`config.mk`:
```
export PLATFORM = sky130hd
export DESIGN_NAME = kmhq_div
export DESIGN_NICKNAME = d
export VERILOG_FILES = /design/src/design/kmhq_pkg.sv /design/src/design/kmhq_div.sv
export SDC_FILE = /design/constraint.sdc
export NUM_CORES = 1
export LEC_CHECK = 0
export ABC_AREA = 1
export BUFFER_PORTS_ARGS = -buffer_cell sky130_fd_sc_hd__buf_4
export CAP_MARGIN = 10
export CORE_MARGIN = 5
export CORE_UTILIZATION = 37
export CTS_BUF_LIST = sky130_fd_sc_hd__clkbuf_4 sky130_fd_sc_hd__clkbuf_8
export DETAILED_ROUTE_END_ITERATION = 8
export GPL_ROUTABILITY_DRIVEN = 0
export RECOVER_POWER = 100
export SETUP_SLACK_MARGIN = 0.02
export SLEW_MARGIN = 25
export SYNTH_ARGS = -nofsm -noshare
export SYNTH_HDL_FRONTEND = slang
export SYNTH_SLANG_ARGS = --single-unit
export TNS_END_PERCENT = 50
```
`constraint.sdc`:
```
create_clock -name clk_i -period 2.1 [get_ports clk_i]
set_clock_uncertainty 0.2 [all_clocks]
set_input_delay 0.105 -clock clk_i [delete_from_list [all_inputs] [get_ports clk_i]]
set_output_delay 0.105 -clock clk_i [all_outputs]
set_load 0.05 [all_outputs]
```
`src/design/kmhq_pkg.sv`:
```
// ----------------------------------------------------------------------------
// kmhq_pkg
// Shared codes and fixed field widths for the k-ary min-heap queue
// ----------------------------------------------------------------------------
package kmhq_pkg;

  // fixed field widths
  localparam int unsigned OP_W    = 2;
  localparam int unsigned STAT_W  = 2;
  localparam int unsigned COUNT_W = 11;
  localparam int unsigned ARITY_W = 4;

  // operation codes
  localparam logic [OP_W-1:0] OP_INSERT  = 2'd0;
  localparam logic [OP_W-1:0] OP_EXTRACT = 2'd1;
  localparam logic [OP_W-1:0] OP_PEEK    = 2'd2;

  // status codes
  localparam logic [STAT_W-1:0] ST_OK    = 2'd0;
  localparam logic [STAT_W-1:0] ST_EMPTY = 2'd1;
  localparam logic [STAT_W-1:0] ST_FULL  = 2'd2;

  // arity after reset
  localparam logic [ARITY_W-1:0] ARITY_RESET = 4'd2;

endpackage

```
`src/design/kmhq_div.sv`:
```
// ----------------------------------------------------------------------------
// kmhq_div
// Restoring divider, one quotient bit per cycle, for the parent index
// ----------------------------------------------------------------------------
module kmhq_div #(
  parameter int unsigned W  = 10,
  localparam int unsigned DW = kmhq_pkg::ARITY_W,
  localparam int unsigned CW = $clog2(W + 1)
) (
  input  logic          clk_i,
  input  logic          rst_ni,
  input  logic          start_i,
  input  logic [W-1:0]  dividend_i,
  input  logic [DW-1:0] divisor_i,
  output logic          done_o,
  output logic [W-1:0]  quot_o
);

  logic [W-1:0]  dq_q, dq_d;
  logic [DW:0]   rem_q, rem_d;
  logic [DW-1:0] dvs_q;
  logic [CW-1:0] cnt_q, cnt_d;
  logic          busy_q, busy_d;
  logic          done_q, done_d;
  logic [DW:0]   rem_sh;

  assign rem_sh = {rem_q[DW-1:0], dq_q[W-1]};

  // one shift-subtract step per cycle
  always_comb begin
    dq_d   = dq_q;
    rem_d  = rem_q;
    cnt_d  = cnt_q;
    busy_d = busy_q;
    done_d = 1'b0;
    if (start_i) begin
      dq_d   = dividend_i;
      rem_d  = '0;
      cnt_d  = CW'(W);
      busy_d = 1'b1;
    end else if (busy_q) begin
      if (rem_sh >= {1'b0, dvs_q}) begin
        rem_d = rem_sh - {1'b0, dvs_q};
        dq_d  = {dq_q[W-2:0], 1'b1};
      end else begin
        rem_d = rem_sh;
        dq_d  = {dq_q[W-2:0], 1'b0};
      end
      cnt_d = cnt_q - CW'(1);
      if (cnt_q == CW'(1)) begin
        busy_d = 1'b0;
        done_d = 1'b1;
      end
    end
  end

  always_ff @(posedge clk_i or negedge rst_ni) begin
    if (!rst_ni) begin
      busy_q <= 1'b0;
      done_q <= 1'b0;
      cnt_q  <= '0;
    end else begin
      busy_q <= busy_d;
      done_q <= done_d;
      cnt_q  <= cnt_d;
    end
  end

  // datapath registers
  always_ff @(posedge clk_i) begin
    dq_q  <= dq_d;
    rem_q <= rem_d;
    if (start_i) begin
      dvs_q <= divisor_i;
    end
  end

  assign done_o = done_q;
  assign quot_o = dq_q;

endmodule

```
==> metrics.md, run 1 <==
| Metric | Value |
|---|---|
| Share of layout cells above drive strength 1 | `between 10% and 20%` |
| Maximum clock insertion buffer count | `2` |
| Post-Route M1 WL | `around 1200 um` |
| Met3 wire length | `about 110 um` |
| Endpoints failing hold | `0` |
| Die Y | `roughly 66 um` |
| DP HPWL | `between 1500 and 2000 um` |
| Post-route DRC | `0` |
| Final setup vio count | `0` |
| Largest delay share family, worst path | `flip-flops` |
| Critical Path Start Type | `flop` |
| Root Driver | `clkbuf_4` |
| Post-synth top area share | `between 30% and 40%` |
| Fmax | `approximately 0.57 GHz` |
| # rows | `20` |
| Grt total ovfl | `0` |
| Critical Path Max Stage Delay | `between 0.3 and 0.4 ns` |
| Critical path data required time | `1.96 ns` |
| Die span in x | `around 66 um` |
| Final Max Slew Viols | `0` |
| # port buffers | `27` |
| Synth-to-Final Area Change | `34.36%` |
| Inst Count DP | `approximately 200` |
| Area contributors post-synth | `edfxtp_1 (36%), nand2_1 (14%), dfrtp_1 (13%), dfxtp_1 (6.8%), ha_1 (6.4%)` |
| Num CTS Buffers | `3` |
| Initial antenna violation count | `0` |
| Synth cell types | `23` |
| Worst VDD drop | `~380 uV` |
| RSZ-0062 raised after global routing | `false` |
| Antenna cells | `0` |
| # fillers | `302` |
| Metal2 WL | `between 1000 and 1500 um` |
| DR WL/cell | `between 10 and 15 um` |
| # Post-CTS Setup Buffers | `0` |
| Avg Cell Area, Syn | `approximately 9.3 um2` |
| Post-Syn Instances | `~130` |
| Vias | `985` |
| Slew margin rel. | `slightly below 60%` |
| FF-to-FF Start | `dvs_q[2]` |
| Largest net degree at the start of global routing | `18` |
| Vias in the first global route | `around 880` |
| CP Launch Point | `dvs_q[2]` |
| Num ports | `28` |
| H-tree depth | `1` |
| Non-Filler Instances | `216` |
| Maxcap violations | `0` |
| Min-Delay Startpoint | `rem_q[3]` |
| Maximum fanout along the worst path | `6` |
| Power density cells | `just under 900 mW/mm2` |
| Final wirelength | `2402 um` |
| Antenna Nets Post-Route | `0` |
| Worst-path cell chain | `inv_1 > ha_1 > a21oi_1 > nand2_2 > nand2_1 > a31oi_1` |
| Critical path type | `reg -> reg` |
| Die area | `between 0.004 and 0.005 mm2` |
| Slew @ Worst Pin | `around 0.62 ns` |
| Static leakage | `between 0.7 and 0.8 nW` |
| Cell Area, Synth | `between 0.001 and 0.0015 mm2` |
| GR Util All Layers | `around 12%` |
| Yosys warns | `0` |
| Syn nets | `150` |
| Initial Util | `roughly two fifths` |
| Setup TNS | `0 ns` |
| Vias per cell | `approximately 4.6` |
| Crit. End Element | `flop` |
| Tmin final | `~1.7 ns` |
| Synth Register Bits | `24` |
| Crit-path slowest cell | `edfxtp_1` |
| # clock sinks | `24` |
| Net count reported at finish | `about 200` |
| Pre-antenna DRT Iters | `4` |
| Sequential cell area fraction in the yosys report | `a little under three fifths` |
| Worst EP arrival | `1.60 ns` |
| Fin crit share | `~83%` |
| Reg clk slew, reported paths | `between 0.1 and 0.15 ns` |
| Initial DRC count | `26` |
| Global-route wire length before repair | `4153 um` |
| Worst path buffer plus inverter count | `1` |
| Outcome | `finished, final reports clean` |
| Top layer in use | `met4` |
| Yosys top cell by area | `edfxtp_1` |
| CTS tree | `yes` |
| Clock latency on the worst-skew pair | `around 0.31 ns` |
| Hold crit path type | `reg -> reg` |
| Core footprint | `slightly above 0.003 mm2` |
==> area by class of cell <==
| class | instances | area, um2 | area share [%] |
|---|---|---|---|
| tap | 44 | 55.05 | 3.495 |
| multi-input combinational | 85 | 451.7 | 28.67 |
| timing repair buffer | 44 | 331.6 | 21.05 |
| inverter | 15 | 56.30 | 3.574 |
| clock buffer | 4 | 30.03 | 1.906 |
| sequential | 24 | 650.6 | 41.30 |
==> cell families (layout without fill, tap and decap cells) <==
| family | Yosys count | after routing | synth area share [%] |
|---|---|---|---|
| AO/OA/AOI/OAI | 10 | 10 | 5.443 |
| XOR/XNOR | 1 | 1 | 0.7472 |
| adder cells (fa/ha/maj) | 7 | 7 | 8.111 |
| buffers and inverters | 17 | 63 | 5.549 |
| flip-flops | 24 | 24 | 55.50 |
| AND/OR/NAND/NOR | 67 | 67 | 24.65 |
==> synth_stat cells, drive strengths merged <==
| cell | n |
|---|---|
| nand2 | 48 |
| edfxtp | 14 |
| inv | 14 |
| nand3 | 11 |
| dfrtp | 6 |
| ha | 6 |
| nor2 | 6 |
| a21oi | 4 |
| dfxtp | 4 |
| o21ai | 3 |
| a22oi | 1 |
| a31oi | 1 |
| buf | 1 |
| clkbuf | 1 |
| clkinv | 1 |
| fa | 1 |
| nand3b | 1 |
| nor4b | 1 |
| o21a | 1 |
| xnor2 | 1 |
==> worst reg2reg max path, cell delays in order, from the launching register on <==
cell and delay, ns:
edfxtp_1 0.39, inv_1 0.07, ha_1 0.26, a21oi_1 0.18
nand2_2 0.08, nand2_1 0.19, a31oi_1 0.12
==> per-stage QoR <==
step	hold slack (ns)	worst slack [ns]	utilization, %	total power [mW]	area, um2
after detailed placement	-0.2830	0.4235	46.56	1.187	1421
after CTS	0.2716	0.4047	53.11	1.435	1622
after global routing	0.3072	0.2082	51.60	1.496	1575
after floorplan	-0.3906	0.1914	-	1.051	1172
after global placement	-0.2842	0.4433	46.56	1.183	1421
final	0.2715	0.3599	51.60	1.393	1575
==> routing by layer <==
layer / global-route usage, % / vias up
met5: 0 / -
met1: 17.52 / 461
met4: 3.807 / 0
met3: 2.721 / 4
met2: 18.34 / 19
li1: - / 501
==> sequential cells by signal (all words and copies together), names as in the netlist <==
signal,cells
rem_q,4
quot_o,10
cnt_q,4
dvs_q,4
busy_q,1
done_o,1
==> power by group <==
group,switching (mW),leakage [nW],internal (mW)
Clock,0.135,0.0184,0.0870
Combinational,0.335,0.475,0.202
Sequential,0.0527,0.250,0.581
Total,0.523,0.744,0.871
==> what timing repair did <==
action                    CTS  global route
resized for setup           0             0
hold buffers               17             0
hold endpoints to repair   26             0
==> worst paths after layout <==
| kind | cells after the start | endpoint | slack [ns] |
|---|---|---|---|
| min in group asynchronous | 3 | busy_q | 0.54 |
| worst max register to register | 6 | quot_o[0] | 0.36 |
| worst min-delay path | 2 | rem_q[3] | 0.27 |
| worst max-delay path | 6 | quot_o[0] | 0.36 |
| max in group asynchronous | 3 | cnt_q[2] | 0.94 |
| worst min register to register | 2 | rem_q[3] | 0.27 |
==> placed cells by master (no fill, tap or decap), types with 3 or more instances in the layout <==
cell	instances
a21oi_1	4
buf_4	11
clkbuf_1	11
clkbuf_4	9
dfrtp_1	6
dfxtp_1	4
dlygate4sd3_1	17
edfxtp_1	14
ha_1	6
inv_1	14
nand2_1	46
nand3_1	11
nor2_1	6
o21ai_0	3
No activity file was read; power rests on OpenSTA's default activity.
==> run 2, diff against run 1 <==
==> constraint.sdc (replaced) <==
create_clock -name clk_i -period 1.8 [get_ports clk_i]
set_clock_uncertainty 0.2 [all_clocks]
set_input_delay 0.09 -clock clk_i [delete_from_list [all_inputs] [get_ports clk_i]]
set_output_delay 0.09 -clock clk_i [all_outputs]
set_load 0.05 [all_outputs]
==> run 2 against run 1 <==
Effect of this change: non-clock buffer count up 1; utilization up 0.41 points; fmax up 3.0%; routed wire length down 1.3%; via count down 4.1%; power up 17%; the flow now finishes with violations (negative hold slack); setup slack worse by 0.25 ns; sequential share of layout area down 0.33 points; critical path depth up 2.
==> metrics.md, run 2 (synthesis results as in run 1) <==
| Metric | Value |
|---|---|
| DP HPWL | `1699 um (was 1689 um)` |
| Hold crit path type | `in -> reg (was reg -> reg)` |
| RSZ-0062 raised after global routing | `true (was false)` |
| Maximum clock insertion buffer count | `2 (unchanged)` |
| Antenna Nets Post-Route | `0 (unchanged)` |
| Final setup vio count | `0 (unchanged)` |
| Num ports | `28 (unchanged)` |
| WHS | `-0.002363 ns (was 0.2715 ns)` |
| Vias per cell | `4.355 (was 4.560)` |
| Global-route wire length before repair | `4098 um (was 4153 um)` |
| Initial Util | `38.40% (unchanged)` |
| Vias in the first global route | `938 (was 883)` |
| Critical path data required time | `1.81 ns (was 1.96 ns)` |
| Crit. End Element | `flop (unchanged)` |
| Post-CTS Resized | `0 (unchanged)` |
| H-tree depth | `1 (unchanged)` |
| Final wirelength | `2371 um (was 2402 um)` |
| Clock latency on the worst-skew pair | `0.30 ns (was 0.31 ns)` |
| Final Max Slew Viols | `0 (unchanged)` |
| Reg clk slew, reported paths | `0.13 ns (about the same)` |
| Failing checks | `negative hold slack` |
| Post-route DRC | `0 (unchanged)` |
| Maxcap violations | `0 (unchanged)` |
| Maximum fanout along the worst path | `2 (was 6)` |
| Pre-antenna DRT Iters | `4 (unchanged)` |
| Slew @ Worst Pin | `0.6099 ns (was 0.6204 ns)` |
| Grt total ovfl | `0 (unchanged)` |
| Critical path type | `reg -> reg (unchanged)` |
| # clock sinks | `24 (unchanged)` |
| Sequential power share | `45.6% (was 45.5%)` |
| Initial DRC count | `35 (was 26)` |
| Slew margin rel. | `59.52% (was 58.82%)` |
| Largest net degree at the start of global routing | `18 (unchanged)` |
| Switch share | `37.22% (was 37.51%)` |
| Root Driver | `clkbuf_4 (unchanged)` |
| Vias | `945 (was 985)` |
| Comb pwr share | `39.1% (was 38.6%)` |
| Net count reported at finish | `198 (was 197)` |
| Endpoints failing hold | `1 (was 0)` |
| Core footprint | `0.003053 mm2 (unchanged)` |
| Pint | `1.023 mW (was 0.8707 mW)` |
| Clk network pwr share | `15.3% (was 15.9%)` |
| Design Power | `1.629 mW (was 1.393 mW)` |
| Synth-to-Final Area Change | `35.43% (was 34.36%)` |
| Commonest non-fill, non-tap cells in the layout | `nand2_1 (45), dlygate4sd3_1 (16), edfxtp_1 (14) (was nand2_1 (46), dlygate4sd3_1 (17), inv_1 (14), edfxtp_1 (14))` |
| Die Y | `66.29 um (unchanged)` |
| # rows | `20 (unchanged)` |
| Die span in x | `66.29 um (unchanged)` |
| Share of layout cells above drive strength 1 | `16.76% (was 13.37%)` |
| Antenna cells | `0 (unchanged)` |
| Fin crit share | `93.87% (was 82.86%)` |
| # port buffers | `27 (unchanged)` |
| Num CTS Buffers | `3 (unchanged)` |
| Outcome | `finished, violations left (was finished, final reports clean)` |
| Setup TNS | `0 ns (unchanged)` |
| Critical Path Start Type | `flop (unchanged)` |
| GR Util All Layers | `11.93% (was 12.26%)` |
| Max reg flops | `10 (unchanged)` |
| # fillers | `300 (was 302)` |
| Net Switching | `0.6062 mW (was 0.5227 mW)` |
| Power density cells | `1026 mW/mm2 (was 884.5 mW/mm2)` |
| Fmax | `0.5918 GHz (was 0.5747 GHz)` |
| Die area | `0.004394 mm2 (unchanged)` |
| Worst EP arrival | `1.70 ns (was 1.60 ns)` |
| CTS tree | `yes (unchanged)` |
| FF-to-FF setup slack | `0.11 ns (was 0.36 ns)` |
| Most common cell after layout, fill and taps aside | `nand2_1 (unchanged)` |
| Tmin final | `1.690 ns (was 1.740 ns)` |
| Worst VDD drop | `494.1 uV (was 378.6 uV)` |
| DR WL/cell | `10.93 um (was 11.12 um)` |
| Static leakage | `0.7476 nW (was 0.7437 nW)` |
| Initial antenna violation count | `0 (unchanged)` |
==> run 2: repair_timing <==
| action | 4_1_cts | 5_1_grt |
|---|---|---|
| buffers inserted | 0 | 1 |
| hold buffers | 16 | 0 |
| endpoints found under the hold margin | 25 | 0 |
| endpoints found under the setup margin | 0 | 2 |
==> run 2: per-layer routing <==
| metal | routed length [um] | vias to the layer above | GRT usage, % |
|---|---|---|---|
| met1 | 1109 | 421 | 16.40 |
| met4 | 13 | 0 | 3.046 |
| li1 | - | 502 | - |
| met2 | 1152 | 20 | 19.33 |
| met3 | 95 | 2 | 2.041 |
| met5 | 0 | - | 0 |
==> run 2: path summary, 6_finish.rpt <==
| check | startpoint | end | depth (start not counted) |
|---|---|---|---|
| worst min register to register | rem_q[3] | rem_q[3] | 2 |
| worst min-delay path | dividend_i[0] | quot_o[0] | 3 |
| worst max register to register | quot_o[9] | rem_q[2] | 8 |
| worst max-delay path | quot_o[9] | rem_q[2] | 8 |
| min in group asynchronous | rst_ni | done_o | 3 |
| max in group asynchronous | rst_ni | cnt_q[1] | 3 |
==> run 2: critical path, cell delays in order (launching register included) <==
cell and delay [ns]:
edfxtp_1 0.41, inv_1 0.09, ha_2 0.17, inv_2 0.04
fa_2 0.33, xnor2_1 0.17, nand2_1 0.07, nand3_1 0.06
nand2_1 0.04
==> run 2: stage by stage <==
stage	area, um2	utilization [%]	std cells	worst slack, ns
2_1_floorplan	1177	-	126	-0.08674
3_3_place_gp	1434	46.97	196	0.1317
3_5_place_dp	1434	46.97	196	0.1293
4_1_cts	1624	53.20	216	0.08956
5_1_grt	1588	52.01	217	0.01223
6_report	1588	52.01	217	0.1103
==> run 2: power by group through the flow <==
stage | sequential, mW | combinational, mW | clock [mW]
3_3_place_gp | 0.753 | 0.630 | 0
4_1_cts | 0.744 | 0.670 | 0.260
5_1_grt | 0.756 | 0.708 | 0.288
6_report | 0.742 | 0.637 | 0.250
3_5_place_dp | 0.753 | 0.640 | 0
2_1_floorplan | 0.858 | 0.372 | 0
==> run 2: area by class of cell <==
cell class / count / area (um2) / share of cell area (%)
Sequential cell: 24 / 650.6 / 40.98
Tap cell: 44 / 55.05 / 3.467
Inverter: 15 / 56.30 / 3.546
Clock buffer: 4 / 30.03 / 1.891
Multi-Input combinational cell: 85 / 459.2 / 28.92
Timing Repair Buffer: 45 / 336.6 / 21.20
